[config.mk]
export PLATFORM = sky130hd
export DESIGN_NAME = pnv_cordic_cell
export DESIGN_NICKNAME = d
export VERILOG_FILES = /design/src/design/pnv_pkg.sv /design/src/design/pnv_cordic_cell.sv
export SDC_FILE = /design/constraint.sdc
export NUM_CORES = 1
export LEC_CHECK = 0
export ABC_AREA = 0
export BUFFER_PORTS_ARGS = -buffer_cell sky130_fd_sc_hd__buf_2
export CAP_MARGIN = 20
export CORE_AREA = 2 2 252 254
export CTS_BUF_LIST = sky130_fd_sc_hd__clkbuf_16
export DETAILED_ROUTE_END_ITERATION = 7
export DIE_AREA = 0 0 254 256
export HOLD_SLACK_MARGIN = 0.15
export MAX_ROUTING_LAYER = met4
export SLEW_MARGIN = 25
export SYNTH_ARGS = -nofsm -noshare
export SYNTH_HDL_FRONTEND = slang
export SYNTH_SLANG_ARGS = --single-unit
[constraint.sdc]
create_clock -name clk -period 6.2 [get_ports clk]
set_input_delay 0 -clock clk [delete_from_list [all_inputs] [get_ports clk]]
set_output_delay 0 -clock clk [all_outputs]
set_load 0.1 [all_outputs]
[src/design/pnv_pkg.sv]
// Shared types, constants and helper functions for the next-vertex pipeline.
// Used by every cell, the chain module and the top level; depends on nothing.
`timescale 1ns / 1ps

package pnv_pkg;

  localparam int FRAC_BITS  = 16;
  localparam int ROT_STAGES = 20;
  localparam int DIV_NW     = 50;  // dividend bits, one quotient bit per cell
  localparam int DIV_DW     = 48;  // divisor bits
  localparam int DIV_CELLS  = DIV_NW;
  localparam int SQ_CELLS   = 32;  // two radicand bits per cell

  // ceil(2^39 / 315): exact floor division by 315 for dividends below 2^30
  localparam logic [30:0] ANG_RECIP = 31'd1745256553;
  localparam int          ANG_SHIFT = 39;

  localparam logic [1:0] MODE_SIDE   = 2'd0;
  localparam logic [1:0] MODE_DIAG   = 2'd1;
  localparam logic [1:0] MODE_BAD    = 2'd2;
  localparam logic [1:0] MODE_BAD_HI = 2'd3;

  localparam logic [1:0] ST_OK  = 2'd0;
  localparam logic [1:0] ST_BAD = 2'd1;
  localparam logic [1:0] ST_DGN = 2'd2;

  localparam logic signed [33:0] PI_Q30      = 34'sd3373259426;
  localparam logic signed [33:0] HALF_PI_Q30 = 34'sd1686629713;

  // Item context carried alongside the arithmetic through every cell.
  typedef struct packed {
    logic               bad;
    logic               dgn;
    logic signed [31:0] ax;
    logic signed [31:0] ay;
    logic [30:0]        len;
    logic               back;
    logic signed [25:0] ang;
    logic signed [31:0] m;
    logic signed [31:0] t;
    logic signed [31:0] m2;
    logic               qneg;
  } ctx_t;

  typedef struct packed {
    ctx_t                ctx;
    logic [DIV_NW-1:0]   num;
    logic [DIV_DW-1:0]   rem;
    logic [DIV_NW-1:0]   quo;
    logic [DIV_DW-1:0]   dvs;
  } div_t;

  typedef struct packed {
    ctx_t        ctx;
    logic [33:0] base;
    logic [29:0] n;
  } ang_t;

  typedef struct packed {
    ctx_t        ctx;
    logic [33:0] base;
    logic [60:0] prod;
  } angp_t;

  typedef struct packed {
    ctx_t               ctx;
    logic signed [32:0] x;
    logic signed [32:0] y;
    logic signed [33:0] r;
  } cor_t;

  typedef struct packed {
    ctx_t        ctx;
    logic [63:0] v;
    logic [35:0] rem;
    logic [31:0] root;
  } sq_t;

  typedef struct packed {
    ctx_t               ctx;
    logic signed [63:0] prod;
  } prd_t;

  typedef struct packed {
    ctx_t               ctx;
    logic signed [33:0] x2;
    logic signed [64:0] py;
  } fin_t;

  function automatic logic signed [33:0] atan_q30(input logic [4:0] idx);
    logic signed [33:0] a;
    case (idx)
      5'd0:  a = 34'sd843314857;
      5'd1:  a = 34'sd497837830;
      5'd2:  a = 34'sd263043837;
      5'd3:  a = 34'sd133525159;
      5'd4:  a = 34'sd67021688;
      5'd5:  a = 34'sd33543516;
      5'd6:  a = 34'sd16775851;
      5'd7:  a = 34'sd8388437;
      5'd8:  a = 34'sd4194283;
      5'd9:  a = 34'sd2097149;
      5'd10: a = 34'sd1048576;
      5'd11: a = 34'sd524288;
      5'd12: a = 34'sd262144;
      5'd13: a = 34'sd131072;
      5'd14: a = 34'sd65536;
      5'd15: a = 34'sd32768;
      5'd16: a = 34'sd16384;
      5'd17: a = 34'sd8192;
      5'd18: a = 34'sd4096;
      5'd19: a = 34'sd2048;
      5'd20: a = 34'sd1024;
      5'd21: a = 34'sd512;
      5'd22: a = 34'sd256;
      5'd23: a = 34'sd128;
      5'd24: a = 34'sd64;
      5'd25: a = 34'sd32;
      5'd26: a = 34'sd16;
      5'd27: a = 34'sd8;
      5'd28: a = 34'sd4;
      5'd29: a = 34'sd2;
      5'd30: a = 34'sd1;
      default: a = 34'sd0;
    endcase
    return a;
  endfunction

  // Signed quotient from magnitude and sign fits in 32 bits.
  function automatic logic fits_s32(input logic [DIV_NW-1:0] mag, input logic neg);
    logic ok;
    ok = neg ? (mag <= DIV_NW'(64'd2147483648)) : (mag <= DIV_NW'(64'd2147483647));
    return ok;
  endfunction

  function automatic logic signed [31:0] to_s32(input logic [DIV_NW-1:0] mag,
                                                input logic neg);
    logic [31:0] v;
    v = neg ? (~mag[31:0] + 32'd1) : mag[31:0];
    return $signed(v);
  endfunction

endpackage

[src/design/pnv_cordic_cell.sv]
// One rotation-mode CORDIC cell in Q30; the stage index picks shift and arctangent.
// Depends on pnv_pkg for the record type and the arctangent table.
`timescale 1ns / 1ps

module pnv_cordic_cell (
  input  logic           clk,
  input  logic           rst_n,
  input  logic           en,
  input  logic [4:0]     stage_idx,
  input  logic           vld_in,
  input  pnv_pkg::cor_t  c_in,
  output logic           vld_out,
  output pnv_pkg::cor_t  c_out
);

  logic signed [32:0] xs;
  logic signed [32:0] ys;
  logic signed [33:0] at;
  pnv_pkg::cor_t      stage_nxt;
  pnv_pkg::cor_t      stage_r;
  logic               vld_r;

  always_comb begin
    stage_nxt = c_in;
    xs = c_in.x >>> stage_idx;
    ys = c_in.y >>> stage_idx;
    at = pnv_pkg::atan_q30(stage_idx);
    if (!c_in.r[33]) begin
      stage_nxt.x = c_in.x - ys;
      stage_nxt.y = c_in.y + xs;
      stage_nxt.r = c_in.r - at;
    end else begin
      stage_nxt.x = c_in.x + ys;
      stage_nxt.y = c_in.y - xs;
      stage_nxt.r = c_in.r + at;
    end
  end

  always_ff @(posedge clk) begin
    if (!rst_n) begin
      vld_r <= 1'b0;
    end else if (en) begin
      vld_r <= vld_in;
    end
  end

  always_ff @(posedge clk) begin
    if (en) begin
      stage_r <= stage_nxt;
    end
  end

  assign vld_out = vld_r;
  assign c_out   = stage_r;

endmodule

* Yosys cells after proc, flatten, opt, wreduce, memory -nomap -nowiden *
Memory sizes are Yosys's and may differ from the RTL's.
Index checks and enable logic that the tools add are counted.

storage, ports and cells
  register bits after elaboration = 322
  bits in read-only memories = 960
  input port bits = 330
  output and inout bits = 322
  word-level logic and storage cells = 25
  memories kept = 1

operators by class
  add/subtract/negate cells = 6
  shifts and indexed selects = 2
  muxes and demuxes = 1

memory list
  memory           words  bits a word  rd ports  clocked after Yosys merged registers in  wr ports  line           text
  (no name shown)  32     30           1         0                                        0         pnv_pkg.sv:92  case (idx)

operators by type and width
  operator                                        count
  100-bit 2-to-1 mux                              1
  33-bit adder                                    2
  33-bit by 5-bit >>> shifter with 33-bit output  2
  33-bit subtractor                               2
  34-bit adder                                    1
  34-bit subtractor                               1

* Longest topological paths before layout *
  word-level depth = 3
  gate-level depth with buffers = 29
  gate-level depth less buffers = 23

* Worst setup path after synthesis *
Ideal clock, no wire load.

  path type = input -> register
  start point = input port stage_idx[1]
  end point = register stage_r, in the netlist c_out[98] (data pin)
  library setup time = 0.258 ns
  data arrival time = 4.940 ns
  data required time = 5.942 ns
  setup slack = 1.002 ns
  stages on the path = 25
  buffers on the path = 3
  cells stage by stage = buf_2 -> inv_2 -> buf_2 -> buf_1 -> mux4_2 -> mux2i_1 -> mux2i_1 -> inv_1 -> ha_1 -> and3_1 -> nand2_1 -> nor4_1 -> a31oi_1 -> xor2_1 -> ha_1 -> a21o_1 -> a21o_1 -> a21oi_1 -> o21a_1 -> o21ai_0 -> o21a_1 -> a41o_1 -> a211o_1 -> a21oi_1 -> xnor2_1

RTL lines
  element                 line                   text
  start: declaration      pnv_cordic_cell.sv:9   input logic [4:0] stage_idx,
  end signal: assignment  pnv_cordic_cell.sv:49  stage_r <= stage_nxt;
  end: declaration        pnv_cordic_cell.sv:20  pnv_pkg::cor_t stage_r;

==> out/results.ini <==
[sta]
clock_skew_ps=0
setup_ws_ps=252.5
period_minus_slack_ps=5948
worstMarginPinSlew_ps=996.8
rsz0062_at_grt=false
finalCritPeriodShare_pct=95.93
fmax_mhz=168.1
slew_headroom_pct=33.55
hold_viol=0
tns_ps=0
setup_viol=0
slew_violations=0

[floorplan]
io_pins=652
start_util_pct=34.65
die_y_microns=256
coreArea_sq_um=62390
rows=92
fp.dieW_microns=254
die-area_sq_um=65020

[finish]
fillers=5555
fin_cells=3925
drive_gt1_share_pct=33.65
fin_nets=3477
area_growth_pct=48.11

[synthesis]
yosys_warnings=0
syn_inst=1885
synth_commonest_cells=edfxtp_1 (321), a21oi_1 (153), nor2_1 (152)
netlist_area_sq_um=21620
syn_avg_cell_area_sq_um=11.47
ys.flop_type=edfxtp_1
syn-num-nets=2326
synth_top_area_share_pct=44.59
synth_edf_count=321
synth.most_common_cell=edfxtp_1
synth-seq-cells=322
yosys.area.top_type=edfxtp_1
yosys-top-cells-area=edfxtp_1 (45%), mux4_2 (8.9%), ha_1 (6.3%)
seq_area_frac_synth_pct=44.68
synthArstFlopShare_pct=0
synth_cell_types=89

[global_route]
grt_pass1_vias=21770
grt_max_degree=131
track_usage_pct=32.29
grt_pass1_wl_microns=149100
antenna_found_initial=30
grt-ovfl-total=0

[clocking]
cts.clk_slew.worst_paths_ps=60
cts_root_buffer=clkbuf_16
numCtsBuffers=39
postCtsSetupBuffers=0
clock_path_buffers=3
cts_tree=done
cts.sinks=322
clk_latency_ps=560
htreeDepth=2

[run_status]
status=completed

[setup_path]
cp_max_fo=51
path_delay_family=compound AO/OA/AOI/OAI gates
cp_data_required_time_ps=6520
crit_arrival_ps=6260
crit_path_max_incr_delay_ps=760
slowest_stage=nor3_1
path_buf_inv=4
endpoint_kind=flip-flop
start_kind=input port
criticalPathCategory=input port to flip-flop

[detailed_routing]
route.detailed.drc=0
wl_microns=105200
drt_first_pass_iters=6
vias=21490
ant_nets=0
wl_per_cell_microns=26.81
drt_iter0_drc=1824
vias_per_cell=5.476

[power_and_ir_drop]
power.leakage_nw=13.58
power_density_nw_per_um2=323.4
total_power_mw=10.35
ir_drop_v=0.0003712

[placed_design]
portBuffers=651
dp_hpwl_microns=80890
place_inst=3458
dp_slack_ps=257.8
place.gp.congestion=0.9904

[job]
maxCapViolations=0

[hold_path]
hold_class=input port to flip-flop

## state kept, by name, summed over array words and instances, names as in the netlist
| register | count |
|---|---|
| c_out | 321 |
| vld_out | 1 |
## placed cells by master (no fill, tap or decap), types with 7 or more instances in the layout
cell type,instances
a211oi_1,19
diode_2,15
xor2_1,66
nor2b_1,21
nand3_1,33
o21ai_0,76
nand2b_1,25
o22ai_1,19
and3_1,14
nand4_1,9
xnor2_1,104
mux2i_1,52
nand2_1,124
and2_1,17
nor3_1,33
buf_2,648
a21oi_1,153
o31ai_1,8
ha_1,108
a31oi_1,32
inv_1,43
edfxtp_1,321
o221ai_1,7
mux2_2,38
dlygate4sd3_1,383
nor2_1,152
buf_4,159
buf_12,8
clkinv_1,7
clkbuf_16,40
a21o_1,54
o21a_1,34
mux4_2,85
o211ai_1,12
a22oi_1,9
## metrics by stage
stage	area, sq um	utilization (%)	hold WS [ps]
detailed placement	26840	43.02	178.1
global route	32010	51.31	146.3
global placement	26840	43.02	177.2
finish	32020	51.32	156.2
floorplan	21620	-	98.87
CTS	31970	51.24	150.1
## where the power goes
part	switching (mW)	total, mW	internal, mW
clock network	0.959	2.38	1.42
registers	0.0942	2.89	2.80
logic	3.72	5.08	1.36
total	4.77	10.4	5.58
## layer usage
| metal | routed length, microns | track usage, % | share of wire (%) | vias up |
|---|---|---|---|---|
| li1 | - | - | - | 9587 |
| met1 | 43020 | 40.02 | 41 | 10650 |
| met2 | 50430 | 53.07 | 48 | 1021 |
| met3 | 6890 | 4.515 | 6.5 | 233 |
| met4 | 4875 | 12.83 | 4.6 | 0 |
| met5 | 0 | - | 0 | - |
## path summary, 6_finish.rpt
path	startpoint	end	cells past startpoint	slack [ps]
worst min register to register	vld_out	vld_out	3	1090
worst min-delay path	c_in[192]	c_out[192]	2	160
worst max register to register	vld_out	vld_out	3	5040
worst max-delay path	stage_idx[0]	c_out[98]	25	250
## timing repair
item	in CTS	in global routing
hold buffers	382	1
hold endpoints to repair	347	1
endpoints found under the setup margin	0	2
resized for setup	0	1
## final cells by class
class | instances | area [sq um] | area share (%)
Antenna cell | 15 | 37.54 | 0.1172
Clock buffer | 40 | 1001 | 3.126
Clock inverter | 29 | 304.0 | 0.9496
Inverter | 38 | 142.6 | 0.4455
Multi-Input combinational cell | 1435 | 11350 | 35.46
Sequential cell | 322 | 9659 | 30.17
Tap cell | 846 | 1059 | 3.306
Timing Repair Buffer | 1200 | 8459 | 26.42
## cell families (layout without fill, tap and decap cells)
logic type	after synthesis	after routing	synth area share (%)
buf+inv	128	1307	2.790
mux	175	175	13.24
compound gates	504	504	15.31
other cells	0	15	0
xor+xnor	170	170	6.888
fa+ha+maj	111	111	6.529
simple gates	475	475	10.56
flops	322	322	44.68
Note: power is estimated with default switching activity, not from simulation.
