**config.mk**
```make
export PLATFORM = sky130hd
export DESIGN_NAME = pnv_sqrt_cell
export DESIGN_NICKNAME = d
export VERILOG_FILES = /design/src/design/pnv_pkg.sv /design/src/design/pnv_sqrt_cell.sv
export SDC_FILE = /design/constraint.sdc
export NUM_CORES = 1
export LEC_CHECK = 0
export ABC_CLOCK_PERIOD_IN_PS = 4590
export BUFFER_PORTS_ARGS = -buffer_cell sky130_fd_sc_hd__buf_4
export CELL_PAD_IN_SITES_DETAIL_PLACEMENT = 0
export CELL_PAD_IN_SITES_GLOBAL_PLACEMENT = 2
export CORE_AREA = 2 2 273 275
export DETAILED_ROUTE_END_ITERATION = 8
export DIE_AREA = 0 0 275 277
export PLACE_DENSITY = 0.61
export SETUP_SLACK_MARGIN = 0.02
export SYNTH_ARGS = -nofsm -noshare
export SYNTH_HDL_FRONTEND = slang
export SYNTH_SLANG_ARGS = --single-unit
```
**constraint.sdc**
```tcl
create_clock -name clk -period 4.59 [get_ports clk]
set_input_delay 1.377 -clock clk [delete_from_list [all_inputs] [get_ports clk]]
set_output_delay 1.377 -clock clk [all_outputs]
set_load 0.01 [all_outputs]
```
**src/design/pnv_pkg.sv**
```systemverilog
// Shared types, constants and helper functions for the next-vertex pipeline.
// Used by every cell, the chain module and the top level; depends on nothing.
`timescale 1ns / 1ps

package pnv_pkg;

  localparam int FRAC_BITS  = 16;
  localparam int ROT_STAGES = 20;
  localparam int DIV_NW     = 50;  // dividend bits, one quotient bit per cell
  localparam int DIV_DW     = 48;  // divisor bits
  localparam int DIV_CELLS  = DIV_NW;
  localparam int SQ_CELLS   = 32;  // two radicand bits per cell

  // ceil(2^39 / 315): exact floor division by 315 for dividends below 2^30
  localparam logic [30:0] ANG_RECIP = 31'd1745256553;
  localparam int          ANG_SHIFT = 39;

  localparam logic [1:0] MODE_SIDE   = 2'd0;
  localparam logic [1:0] MODE_DIAG   = 2'd1;
  localparam logic [1:0] MODE_BAD    = 2'd2;
  localparam logic [1:0] MODE_BAD_HI = 2'd3;

  localparam logic [1:0] ST_OK  = 2'd0;
  localparam logic [1:0] ST_BAD = 2'd1;
  localparam logic [1:0] ST_DGN = 2'd2;

  localparam logic signed [33:0] PI_Q30      = 34'sd3373259426;
  localparam logic signed [33:0] HALF_PI_Q30 = 34'sd1686629713;

  // Item context carried alongside the arithmetic through every cell.
  typedef struct packed {
    logic               bad;
    logic               dgn;
    logic signed [31:0] ax;
    logic signed [31:0] ay;
    logic [30:0]        len;
    logic               back;
    logic signed [25:0] ang;
    logic signed [31:0] m;
    logic signed [31:0] t;
    logic signed [31:0] m2;
    logic               qneg;
  } ctx_t;

  typedef struct packed {
    ctx_t                ctx;
    logic [DIV_NW-1:0]   num;
    logic [DIV_DW-1:0]   rem;
    logic [DIV_NW-1:0]   quo;
    logic [DIV_DW-1:0]   dvs;
  } div_t;

  typedef struct packed {
    ctx_t        ctx;
    logic [33:0] base;
    logic [29:0] n;
  } ang_t;

  typedef struct packed {
    ctx_t        ctx;
    logic [33:0] base;
    logic [60:0] prod;
  } angp_t;

  typedef struct packed {
    ctx_t               ctx;
    logic signed [32:0] x;
    logic signed [32:0] y;
    logic signed [33:0] r;
  } cor_t;

  typedef struct packed {
    ctx_t        ctx;
    logic [63:0] v;
    logic [35:0] rem;
    logic [31:0] root;
  } sq_t;

  typedef struct packed {
    ctx_t               ctx;
    logic signed [63:0] prod;
  } prd_t;

  typedef struct packed {
    ctx_t               ctx;
    logic signed [33:0] x2;
    logic signed [64:0] py;
  } fin_t;

  function automatic logic signed [33:0] atan_q30(input logic [4:0] idx);
    logic signed [33:0] a;
    case (idx)
      5'd0:  a = 34'sd843314857;
      5'd1:  a = 34'sd497837830;
      5'd2:  a = 34'sd263043837;
      5'd3:  a = 34'sd133525159;
      5'd4:  a = 34'sd67021688;
      5'd5:  a = 34'sd33543516;
      5'd6:  a = 34'sd16775851;
      5'd7:  a = 34'sd8388437;
      5'd8:  a = 34'sd4194283;
      5'd9:  a = 34'sd2097149;
      5'd10: a = 34'sd1048576;
      5'd11: a = 34'sd524288;
      5'd12: a = 34'sd262144;
      5'd13: a = 34'sd131072;
      5'd14: a = 34'sd65536;
      5'd15: a = 34'sd32768;
      5'd16: a = 34'sd16384;
      5'd17: a = 34'sd8192;
      5'd18: a = 34'sd4096;
      5'd19: a = 34'sd2048;
      5'd20: a = 34'sd1024;
      5'd21: a = 34'sd512;
      5'd22: a = 34'sd256;
      5'd23: a = 34'sd128;
      5'd24: a = 34'sd64;
      5'd25: a = 34'sd32;
      5'd26: a = 34'sd16;
      5'd27: a = 34'sd8;
      5'd28: a = 34'sd4;
      5'd29: a = 34'sd2;
      5'd30: a = 34'sd1;
      default: a = 34'sd0;
    endcase
    return a;
  endfunction

  // Signed quotient from magnitude and sign fits in 32 bits.
  function automatic logic fits_s32(input logic [DIV_NW-1:0] mag, input logic neg);
    logic ok;
    ok = neg ? (mag <= DIV_NW'(64'd2147483648)) : (mag <= DIV_NW'(64'd2147483647));
    return ok;
  endfunction

  function automatic logic signed [31:0] to_s32(input logic [DIV_NW-1:0] mag,
                                                input logic neg);
    logic [31:0] v;
    v = neg ? (~mag[31:0] + 32'd1) : mag[31:0];
    return $signed(v);
  endfunction

endpackage

```
**src/design/pnv_sqrt_cell.sv**
```systemverilog
// One digit-by-digit square root cell: takes two radicand bits, yields one root bit.
// Depends on pnv_pkg for the root record type.
`timescale 1ns / 1ps

module pnv_sqrt_cell (
  input  logic          clk,
  input  logic          rst_n,
  input  logic          en,
  input  logic          vld_in,
  input  pnv_pkg::sq_t  s_in,
  output logic          vld_out,
  output pnv_pkg::sq_t  s_out
);

  logic [35:0]  rem_sh;
  logic [35:0]  trial;
  logic         ge;
  pnv_pkg::sq_t stage_nxt;
  pnv_pkg::sq_t stage_r;
  logic         vld_r;

  always_comb begin
    stage_nxt = s_in;
    rem_sh = {s_in.rem[33:0], s_in.v[63:62]};
    trial  = {2'b00, s_in.root, 2'b01};
    ge     = (rem_sh >= trial);
    stage_nxt.rem  = ge ? (rem_sh - trial) : rem_sh;
    stage_nxt.root = {s_in.root[30:0], ge};
    stage_nxt.v    = {s_in.v[61:0], 2'b00};
  end

  always_ff @(posedge clk) begin
    if (!rst_n) begin
      vld_r <= 1'b0;
    end else if (en) begin
      vld_r <= vld_in;
    end
  end

  always_ff @(posedge clk) begin
    if (en) begin
      stage_r <= stage_nxt;
    end
  end

  assign vld_out = vld_r;
  assign s_out   = stage_r;

endmodule

```
# Word-level counts from Yosys, hierarchy flattened
# Cells that the tools add are included.
[classes] n_addsub=1 n_lt_le_gt_ge=1 muxes=1
[ops] cell="$ge A36 B34 Y1" n=1
[ops] cell="$mux W36" n=1
[ops] cell="$sub A36 B34 Y36" n=1
[totals] reg_bits=352 out_inout_bits=354 inputBits=357

# Logic depth before layout (Yosys ltp)
# Gate-level depths: netlist of run 1.
[depth] word_depth=2 mapped_depth=12 mapped_depth_nobuf=10

# Least setup slack after synthesis of run 1
# OpenSTA, ideal clock, no wires.
[synth_path] path_type="input -> register" start="input port s_in[10] in the netlist's numbering" end="register stage_r, in the netlist s_out[67] (data pin)" path_slack_ns=0.937 n_path_buf=0 cell_stages=9 t_required_ns=4.330 t_arrival_ns=3.393 path_cell_list="inv_1 > ha_1 > a21oi_1 > o21ai_0 > a2111oi_4 > nand4_2 > a311oi_2 > o21ai_1 > mux2_4"
[synth_lines] item="start: declaration" line="pnv_sqrt_cell.sv:10" rtl="input pnv_pkg::sq_t s_in,"
[synth_lines] item="end signal: assignment" line="pnv_sqrt_cell.sv:42" rtl="stage_r <= stage_nxt;"
[synth_lines] item="end: declaration" line="pnv_sqrt_cell.sv:19" rtl="pnv_pkg::sq_t stage_r;"

==> results of run 1 <==
registers in the layout (all words and copies together), names as in the netlist:
register and count:
s_out 351, vld_out 1
worst max-delay path by stage:
stage             start         to  slack (ns)  cells past startpoint
6_report       s_in[10]  s_out[67]        0.83                     10
5_1_grt         s_in[3]  s_out[65]        0.67                     12
4_1_cts         s_in[3]  s_out[65]        0.87                     12
3_5_place_dp    s_in[3]  s_out[65]        0.27                     12
3_3_place_gp    s_in[3]  s_out[65]        0.20                     12
2_1_floorplan  s_in[10]  s_out[67]        0.94                      9
cell type report:
type / instances / area [um2]
fillers: 7578 / 52200
flip-flops and latches: 352 / 10600
repair buffers: 737 / 5590
multi-input cells: 335 / 2320
well taps: 969 / 1210
clock buffers: 52 / 1170
clock inverters: 29 / 327
inverters: 36 / 135
diodes: 9 / 22.5
metrics by stage:
step	cells	util
2_1_floorplan	748	-
3_3_place_gp	2429	0.269
3_5_place_dp	2429	0.269
4_1_cts	2510	0.290
5_1_grt	2510	0.290
6_report	2519	0.290
metal layers:
metal  wire length, um  part of all wire  vias up  track usage
met5               257            0.0037        -            0
met4              2550             0.037       40       0.0628
met3              9410              0.14      124        0.103
met2             32600              0.47      458        0.284
met1             23900              0.35     4896        0.179
li1                  -                 -     4392            -
cells in the mapped netlist (all sizes together) (5+ instances only):
master | count | area share
inv | 36 | 0.010
o21ai | 25 | 0.0095
buf | 17 | 0.0078
xnor2 | 16 | 0.011
mux2 | 11 | 0.0097
a21oi | 62 | 0.025
nor2 | 37 | 0.011
a21o | 9 | 0.0051
and3 | 5 | 0.0026
clkbuf | 8 | 0.0025
nand3 | 9 | 0.0038
xor2 | 17 | 0.011
nor3 | 7 | 0.0027
nand2 | 30 | 0.0088
ha | 34 | 0.032
o21bai | 5 | 0.0029
o21a | 5 | 0.0029
nor2b | 7 | 0.0033
edfxtp | 351 | 0.80
nand4 | 9 | 0.0048
report_power, final:
group | switching (W) | internal [W]
registers | 0.0000937 | 0.00387
logic | 0.000760 | 0.000699
clock network | 0.00146 | 0.00218
total | 0.00232 | 0.00675
worst min-delay path: cells and delay by family (launching register included):
family / cells / cell delay [ns]
DFF: 1 / 0.33
and+or+nand+nor: 1 / 0.10
muxes: 1 / 0.07
cells in the final DEF (no fill, tap or decap), types with 7 or more instances in the layout:
| cell | n |
|---|---|
| sky130_fd_sc_hd__clkinv_1 | 9 |
| sky130_fd_sc_hd__ha_1 | 34 |
| sky130_fd_sc_hd__diode_2 | 9 |
| sky130_fd_sc_hd__nand3_1 | 8 |
| sky130_fd_sc_hd__a21o_1 | 9 |
| sky130_fd_sc_hd__clkbuf_16 | 46 |
| sky130_fd_sc_hd__xnor2_1 | 16 |
| sky130_fd_sc_hd__a21oi_1 | 60 |
| sky130_fd_sc_hd__edfxtp_1 | 351 |
| sky130_fd_sc_hd__nor2b_1 | 7 |
| sky130_fd_sc_hd__nand2_1 | 29 |
| sky130_fd_sc_hd__mux2_1 | 9 |
| sky130_fd_sc_hd__nand4_1 | 8 |
| sky130_fd_sc_hd__o21ai_0 | 22 |
| sky130_fd_sc_hd__buf_4 | 732 |
| sky130_fd_sc_hd__inv_1 | 36 |
| sky130_fd_sc_hd__nor3_1 | 7 |
| sky130_fd_sc_hd__xor2_1 | 17 |
| sky130_fd_sc_hd__nor2_1 | 37 |
cells by family (layout without fill, tap and decap cells):
group / Yosys count / in the layout / share of synthesized area
and+or+nand+nor: 123 / 123 / 0.0473
AOI/OAI and AO/OA: 131 / 131 / 0.0637
DFF: 352 / 352 / 0.803
other: 1 / 11 / 0.000285
xor gates and xnor gates: 33 / 33 / 0.0220
buffers and inverters: 61 / 854 / 0.0206
muxes: 12 / 12 / 0.0105
adders and majority gates: 34 / 34 / 0.0324
==> impl_metrics.xml, run 1 <==
<?xml version="1.0" encoding="UTF-8"?>
<metrics>
  <group name="routing">
    <metric name="route.antenna.remaining_nets" unit="">0</metric>
    <metric name="firstDrtPassIters" unit="">5</metric>
    <metric name="via_count" unit="">9910</metric>
    <metric name="detail_route.wirelength" unit="mm">68.7</metric>
    <metric name="ratio_of_routed_vias_to_standard_cells" unit="">3.93</metric>
    <metric name="drc_errors" unit="">0</metric>
    <metric name="routedWlPerCell" unit="um">27.3</metric>
    <metric name="initialDrtViolationCount" unit="">570</metric>
  </group>
  <group name="global_route">
    <metric name="antenna_found_initial" unit="">42</metric>
    <metric name="number_of_global_route_vias_before_repair" unit="">10400</metric>
    <metric name="grt.total_usage" unit="">0.172</metric>
    <metric name="global_route_wire_length_before_repair" unit="mm">88.9</metric>
    <metric name="largest_net_degree_at_the_start_of_global_routing" unit="">85</metric>
    <metric name="globalRouteOverflowTotal" unit="">0</metric>
  </group>
  <group name="final_layout">
    <metric name="drive_gt1_frac" unit="">0.532</metric>
    <metric name="final_net_count" unit="">1898</metric>
    <metric name="post-route-cell-area" unit="mm2">0.0213</metric>
    <metric name="area_growth_syn_to_layout" unit="%">62.3</metric>
  </group>
  <group name="cts">
    <metric name="cts-root-to-sink-buffers" unit="">3</metric>
    <metric name="tritoncts.num_buffers" unit="">45</metric>
    <metric name="worstSkewPairLatency" unit="ns">0.56</metric>
    <metric name="cts_hold_buffers" unit="">0</metric>
    <metric name="clock-sinks" unit="">352</metric>
    <metric name="cts_tree" unit="">built</metric>
    <metric name="post_cts.resized_instances" unit="">0</metric>
    <metric name="cts.reportedPaths.clkPinSlew" unit="ns">0.06</metric>
    <metric name="ctsRootBufferMaster" unit="">sky130_fd_sc_hd__clkbuf_16</metric>
    <metric name="post_cts_buffers" unit="">0</metric>
    <metric name="cts.htree.levels" unit="">2</metric>
  </group>
  <group name="synth">
    <metric name="yosysWarnings" unit="">0</metric>
    <metric name="synthesis.area" unit="mm2">0.0131</metric>
    <metric name="syn_inst" unit="">747</metric>
    <metric name="yosysUniqueCellTypes" unit="">65</metric>
    <metric name="synth_edf_count" unit="">351</metric>
    <metric name="synth_seq_cells" unit="">352</metric>
    <metric name="synth_seq_area_share" unit="">0.803</metric>
    <metric name="ys_async_sr_fraction" unit="">0</metric>
    <metric name="postSynthAreaPerCell" unit="um2">17.6</metric>
    <metric name="dominantRegCellSynth" unit="">sky130_fd_sc_hd__edfxtp_1</metric>
  </group>
  <group name="die">
    <metric name="dieArea" unit="mm2">0.0762</metric>
    <metric name="floorplan.rows" unit="">100</metric>
    <metric name="initial_core_util" unit="">0.179</metric>
    <metric name="die_height" unit="um">277</metric>
    <metric name="io_pins" unit="">711</metric>
    <metric name="core_area" unit="mm2">0.0736</metric>
    <metric name="die_w" unit="um">275</metric>
  </group>
  <group name="worst_hold_path">
    <metric name="hold_path_depth" unit="">2</metric>
    <metric name="worst_hold_path_type" unit="">register to register</metric>
    <metric name="timing.hold.worst_endpoint" unit="">vld_out</metric>
    <metric name="hold_path_startpoint" unit="">vld_out</metric>
  </group>
  <group name="setup_path">
    <metric name="critical_path_fanout_max" unit="">8</metric>
    <metric name="timing.critical_path.slowest_stage_cell" unit="">sky130_fd_sc_hd__a2111oi_4</metric>
    <metric name="cp.buffers_inverters" unit="">2</metric>
    <metric name="critPathArrivalTime" unit="ns">4.06</metric>
    <metric name="regToRegSetupSlack" unit="ns">3.99</metric>
    <metric name="critPathLaunchType" unit="">input pin</metric>
    <metric name="critPathMaxStageDelay" unit="ns">0.46</metric>
    <metric name="worst_r2r_path_depth" unit="">2</metric>
    <metric name="worstSetupEndpointType" unit="">register</metric>
    <metric name="crit_family" unit="">compound AO/OA/AOI/OAI gates</metric>
    <metric name="worstPathCellList" unit="">buf_4 &gt; inv_1 &gt; ha_1 &gt; a21oi_1 &gt; o21ai_0 &gt; a2111oi_4 &gt; nand4_2 &gt; a311oi_2 &gt; o21ai_1 &gt; mux2_4</metric>
    <metric name="r2r-start" unit="">vld_out</metric>
    <metric name="critical_path.reg2reg.endpoint" unit="">vld_out</metric>
    <metric name="path_class" unit="">input pin to register</metric>
    <metric name="worst_ep_required_time" unit="ns">4.89</metric>
  </group>
  <group name="pwr">
    <metric name="ir_drop" unit="mV">0.263</metric>
    <metric name="post_route_total_power" unit="W">0.00906</metric>
    <metric name="power_density" unit="mW/mm2">425</metric>
    <metric name="leakagePower" unit="nW">8.88</metric>
  </group>
  <group name="timing">
    <metric name="max-slew-margin-rel" unit="">0.471</metric>
    <metric name="totalNegativeSetupSlack" unit="ns">0</metric>
    <metric name="finalWorstSetupSlack" unit="ns">0.831</metric>
    <metric name="clock.fmax" unit="GHz">0.266</metric>
    <metric name="final.hold.worst_slack" unit="ns">0.536</metric>
    <metric name="finalSetupViolCount" unit="">0</metric>
    <metric name="final.setup_skew" unit="ns">0</metric>
    <metric name="worstMarginPinSlew" unit="ns">0.794</metric>
    <metric name="timing_hold_violations_final" unit="">0</metric>
    <metric name="post-route-period-util" unit="">0.819</metric>
    <metric name="finalWorstPathRequiredPeriod" unit="ns">3.76</metric>
    <metric name="setup_repair_after_global_routing_missed_its_margin" unit="">false</metric>
    <metric name="timing_max_transition_violations_final" unit="">0</metric>
  </group>
  <group name="place">
    <metric name="finalWeightedCongestion" unit="">0.880</metric>
    <metric name="hpwlAfterDp" unit="mm">56.5</metric>
    <metric name="count_of_input_and_output_buffers" unit="">706</metric>
    <metric name="dpl-instance-area" unit="mm2">0.0198</metric>
    <metric name="post-place-ws" unit="ns">0.272</metric>
  </group>
  <group name="flow_run">
    <metric name="maxCapViolations" unit="">0</metric>
  </group>
  <group name="run_status">
    <metric name="run_status" unit="">finished, final reports clean</metric>
  </group>
</metrics>
Power figures use the tool's default switching activity.
==> inputs of run 2 (changes only) <==
Settings changed: ABC_AREA set to 1, ABC_CLOCK_PERIOD_IN_PS 4590 to 3600, CORE_AREA 2 2 273 275 to 2 2 277 279, DIE_AREA 0 0 275 277 to 0 0 279 281, PLACE_DENSITY 0.61 to 0.64.
Clock period 4.59 ns to 3.6 ns, I/O delays scaled along.
==> run 2 against run 1 <==
Net effect:
- total power increased by 25%
- critical endpoint is now s_out[57]
- via count up 11%
- largest cell class unchanged
- critical path type unchanged
- largest power group unchanged
- worst setup slack got worse by 0.026 ns
==> impl_metrics.xml, run 2 <==
<?xml version="1.0" encoding="UTF-8"?>
<metrics>
  <group name="global_route">
    <metric name="largest_net_degree_at_the_start_of_global_routing" unit="">81</metric>
    <metric name="global_route_wire_length_before_repair" unit="mm">98.1</metric>
    <metric name="number_of_global_route_vias_before_repair" unit="">11300</metric>
    <metric name="grt.total_usage" unit="">0.185</metric>
    <metric name="globalRouteOverflowTotal" unit="">0</metric>
    <metric name="antenna_found_initial" unit="">44</metric>
  </group>
  <group name="cts">
    <metric name="post_cts_buffers" unit="">0</metric>
    <metric name="cts_tree" unit="">built</metric>
    <metric name="post_cts.resized_instances" unit="">0</metric>
    <metric name="cts_hold_buffers" unit="">0</metric>
    <metric name="clock-sinks" unit="">352</metric>
    <metric name="cts.htree.levels" unit="">2</metric>
    <metric name="ctsRootBufferMaster" unit="">sky130_fd_sc_hd__clkbuf_16</metric>
    <metric name="worstSkewPairLatency" unit="ns">0.57</metric>
    <metric name="cts-root-to-sink-buffers" unit="">3</metric>
    <metric name="cts.reportedPaths.clkPinSlew" unit="ns">0.05</metric>
    <metric name="tritoncts.num_buffers" unit="">45</metric>
  </group>
  <group name="synth">
    <metric name="yosysUniqueCellTypes" unit="">30</metric>
    <metric name="synth_compound_area_frac" unit="">0.0168</metric>
    <metric name="synth_seq_area_share" unit="">0.762</metric>
    <metric name="library_cell_occupying_the_most_area_in_the_post_synthesis_netlist" unit="">sky130_fd_sc_hd__edfxtp_1</metric>
    <metric name="ys_top_cells_by_area" unit="">sky130_fd_sc_hd__edfxtp_1, sky130_fd_sc_hd__nand2_1, sky130_fd_sc_hd__inv_1, sky130_fd_sc_hd__ha_1, sky130_fd_sc_hd__nor2_1</metric>
    <metric name="synth_edf_count" unit="">351</metric>
    <metric name="synth_seq_cells" unit="">352</metric>
    <metric name="synthesis.area" unit="mm2">0.0139</metric>
    <metric name="combinational_family_with_the_most_area_after_synthesis" unit="">simple AND/OR/NAND/NOR gates</metric>
    <metric name="syn_inst" unit="">1053</metric>
    <metric name="yosysWarnings" unit="">0</metric>
    <metric name="synthAdderAreaFrac" unit="">0.0307</metric>
    <metric name="synth_top_area_share" unit="">0.760</metric>
    <metric name="dominantRegCellSynth" unit="">sky130_fd_sc_hd__edfxtp_1</metric>
    <metric name="fraction_of_synthesized_cell_area_in_xor_and_xnor_cells" unit="">0.0114</metric>
    <metric name="yosysMostFrequentCell" unit="">sky130_fd_sc_hd__edfxtp_1</metric>
    <metric name="synth.mux.area_fraction" unit="">0</metric>
    <metric name="ys_top_cells_by_count" unit="">sky130_fd_sc_hd__edfxtp_1, sky130_fd_sc_hd__nand2_1, sky130_fd_sc_hd__inv_1</metric>
    <metric name="ys_async_sr_fraction" unit="">0</metric>
    <metric name="postSynthAreaPerCell" unit="um2">13.2</metric>
    <metric name="yosys.area_share.simple" unit="">0.136</metric>
  </group>
  <group name="timing">
    <metric name="finalWorstPathRequiredPeriod" unit="ns">2.79</metric>
    <metric name="final.setup_skew" unit="ns">0</metric>
    <metric name="finalSetupViolCount" unit="">0</metric>
    <metric name="timing_max_transition_violations_final" unit="">0</metric>
    <metric name="post-route-period-util" unit="">0.776</metric>
    <metric name="timing_hold_violations_final" unit="">0</metric>
    <metric name="setup_repair_after_global_routing_missed_its_margin" unit="">false</metric>
    <metric name="clock.fmax" unit="GHz">0.358</metric>
    <metric name="totalNegativeSetupSlack" unit="ns">0</metric>
  </group>
  <group name="final_layout">
    <metric name="area_growth_syn_to_layout" unit="%">58.7</metric>
    <metric name="final_net_count" unit="">2211</metric>
    <metric name="postLayoutCoreUtil" unit="">0.292</metric>
    <metric name="drive_gt1_frac" unit="">0.436</metric>
    <metric name="final_cell_mix" unit="">sky130_fd_sc_hd__buf_4, sky130_fd_sc_hd__edfxtp_1, sky130_fd_sc_hd__nand2_1</metric>
    <metric name="most_common_cell_after_layout_fill_and_taps_aside" unit="">sky130_fd_sc_hd__buf_4</metric>
    <metric name="largest_register_ffs" unit="">351</metric>
  </group>
  <group name="routing">
    <metric name="initialDrtViolationCount" unit="">614</metric>
    <metric name="via_count" unit="">11000</metric>
    <metric name="drc_errors" unit="">0</metric>
    <metric name="routedWlPerCell" unit="um">26.6</metric>
    <metric name="ratio_of_routed_vias_to_standard_cells" unit="">3.88</metric>
    <metric name="detail_route.wirelength" unit="mm">75.6</metric>
    <metric name="route.antenna.remaining_nets" unit="">0</metric>
    <metric name="firstDrtPassIters" unit="">5</metric>
  </group>
  <group name="die">
    <metric name="floorplan.rows" unit="">101</metric>
    <metric name="die_height" unit="um">281</metric>
    <metric name="initial_core_util" unit="">0.184</metric>
    <metric name="dieArea" unit="mm2">0.0784</metric>
    <metric name="io_pins" unit="">711</metric>
    <metric name="die_w" unit="um">279</metric>
    <metric name="core_area" unit="mm2">0.0754</metric>
  </group>
  <group name="pwr">
    <metric name="leakagePower" unit="nW">9.85</metric>
    <metric name="p_sw" unit="W">0.00306</metric>
    <metric name="clock_power_share" unit="">0.387</metric>
    <metric name="power_density" unit="mW/mm2">517</metric>
    <metric name="ir_drop" unit="mV">0.311</metric>
    <metric name="pwr-share-seq" unit="">0.445</metric>
    <metric name="sw_frac_of_total" unit="">0.269</metric>
    <metric name="combPwrFrac" unit="">0.168</metric>
    <metric name="p_int" unit="W">0.00830</metric>
  </group>
  <group name="setup_path">
    <metric name="worstPathCellList" unit="">buf_4 &gt; inv_1 &gt; ha_1 &gt; nand2_1 &gt; nor2_2 &gt; nand2_1 &gt; nor2_1 &gt; nand2_1 &gt; nand3_2 &gt; nand3_4 &gt; nand2_8 &gt; buf_4 &gt; nand3_1 &gt; nand2_1</metric>
    <metric name="critPathLaunchType" unit="">input pin</metric>
    <metric name="path_class" unit="">input pin to register</metric>
    <metric name="timing.critical_path.slowest_stage_cell" unit="">sky130_fd_sc_hd__ha_1</metric>
    <metric name="critPathMaxStageDelay" unit="ns">0.39</metric>
    <metric name="cp.buffers_inverters" unit="">3</metric>
    <metric name="worstSetupEndpointType" unit="">register</metric>
    <metric name="crit_family" unit="">simple AND/OR/NAND/NOR gates</metric>
    <metric name="critical_path_fanout_max" unit="">15</metric>
    <metric name="worst_ep_required_time" unit="ns">4.04</metric>
    <metric name="critical-path-top-cell-by-count" unit="">sky130_fd_sc_hd__nand2_1</metric>
    <metric name="critPathArrivalTime" unit="ns">3.23</metric>
  </group>
  <group name="flow_run">
    <metric name="maxCapViolations" unit="">0</metric>
  </group>
  <group name="place">
    <metric name="finalWeightedCongestion" unit="">0.913</metric>
    <metric name="count_of_input_and_output_buffers" unit="">706</metric>
    <metric name="hpwlAfterDp" unit="mm">63.6</metric>
  </group>
  <group name="run_status">
    <metric name="run_status" unit="">finished, final reports clean</metric>
  </group>
  <group name="worst_hold_path">
    <metric name="worst_hold_path_type" unit="">register to register</metric>
  </group>
</metrics>
-- run 2: cell types whose count changed in the layout (fill, tap and decap cells not counted), sizes merged, moves of 6 or more --
cell	before	now
a21oi	62	29
o21ai	25	7
nor2b	7	0
mux2	11	0
nor2	37	67
nand3b	0	12
nand3	9	38
a21o	9	1
buf	737	727
inv	38	140
nand2	30	330
xnor2	16	1
nand4	9	3
-- run 2: per-stage QoR --
stage	power, W	hold slack [ns]	cell area, um2	std cells	worst slack [ns]
2_1_floorplan	0.00572	0.555	13900	1054	0.881
6_report	0.0114	0.559	22000	2841	0.805
3_3_place_gp	0.00710	0.536	20600	2751	0.196
4_1_cts	0.0116	0.568	22000	2831	0.833
3_5_place_dp	0.00709	0.555	20600	2751	0.211
5_1_grt	0.0118	0.599	22000	2833	0.661
-- run 2: worst register-to-register path: cells and delay by family (launching register included) --
family	cells	cell delay [ns]
AOI/OAI and AO/OA	2	0.22
DFF	1	0.31
-- run 2: final cells by class --
| class | count | area (um2) |
|---|---|---|
| Fill cell | 7813 | 53400 |
| Sequential cell | 352 | 10600 |
| Timing Repair Buffer | 727 | 5540 |
| Multi-Input combinational cell | 556 | 2710 |
| Tap cell | 978 | 1220 |
| Clock buffer | 51 | 1150 |
| Inverter | 138 | 520 |
| Clock inverter | 29 | 267 |
| Antenna cell | 10 | 25.0 |
-- run 2: worst paths after layout --
path	startpoint	endpoint	slack (ns)	cells after the start
worst max-delay path	s_in[16]	s_out[57]	0.81	14
worst min-delay path	vld_out	vld_out	0.56	2
worst max register to register	vld_out	vld_out	2.95	2
worst min register to register	vld_out	vld_out	0.56	2
-- run 2: power by group through the flow --
stage / Sequential, W / Clock [W] / Combinational [W]
after CTS: 0.00506 / 0.00457 / 0.00197
after detailed placement: 0.00513 / 0 / 0.00196
final: 0.00505 / 0.00440 / 0.00191
after global routing: 0.00509 / 0.00470 / 0.00205
after floorplan: 0.00530 / 0 / 0.000422
after global placement: 0.00514 / 0 / 0.00196
-- run 2: metal layers --
metal	GRT usage	up-vias	wire [um]
met1	0.200	5298	27900
met5	0	-	315
met3	0.104	127	8870
met4	0.0585	52	2310
li1	-	5120	-
met2	0.308	437	36200
-- run 2: cells by family (layout without fill, tap and decap cells) --
group	Yosys count	in the layout
AO/OA/AOI/OAI	42	42
XOR/XNOR	18	18
adder cells (fa/ha/maj)	34	34
buffers and inverters	146	945
flip-flops	352	352
other	1	12
AND/OR/NAND/NOR	460	460
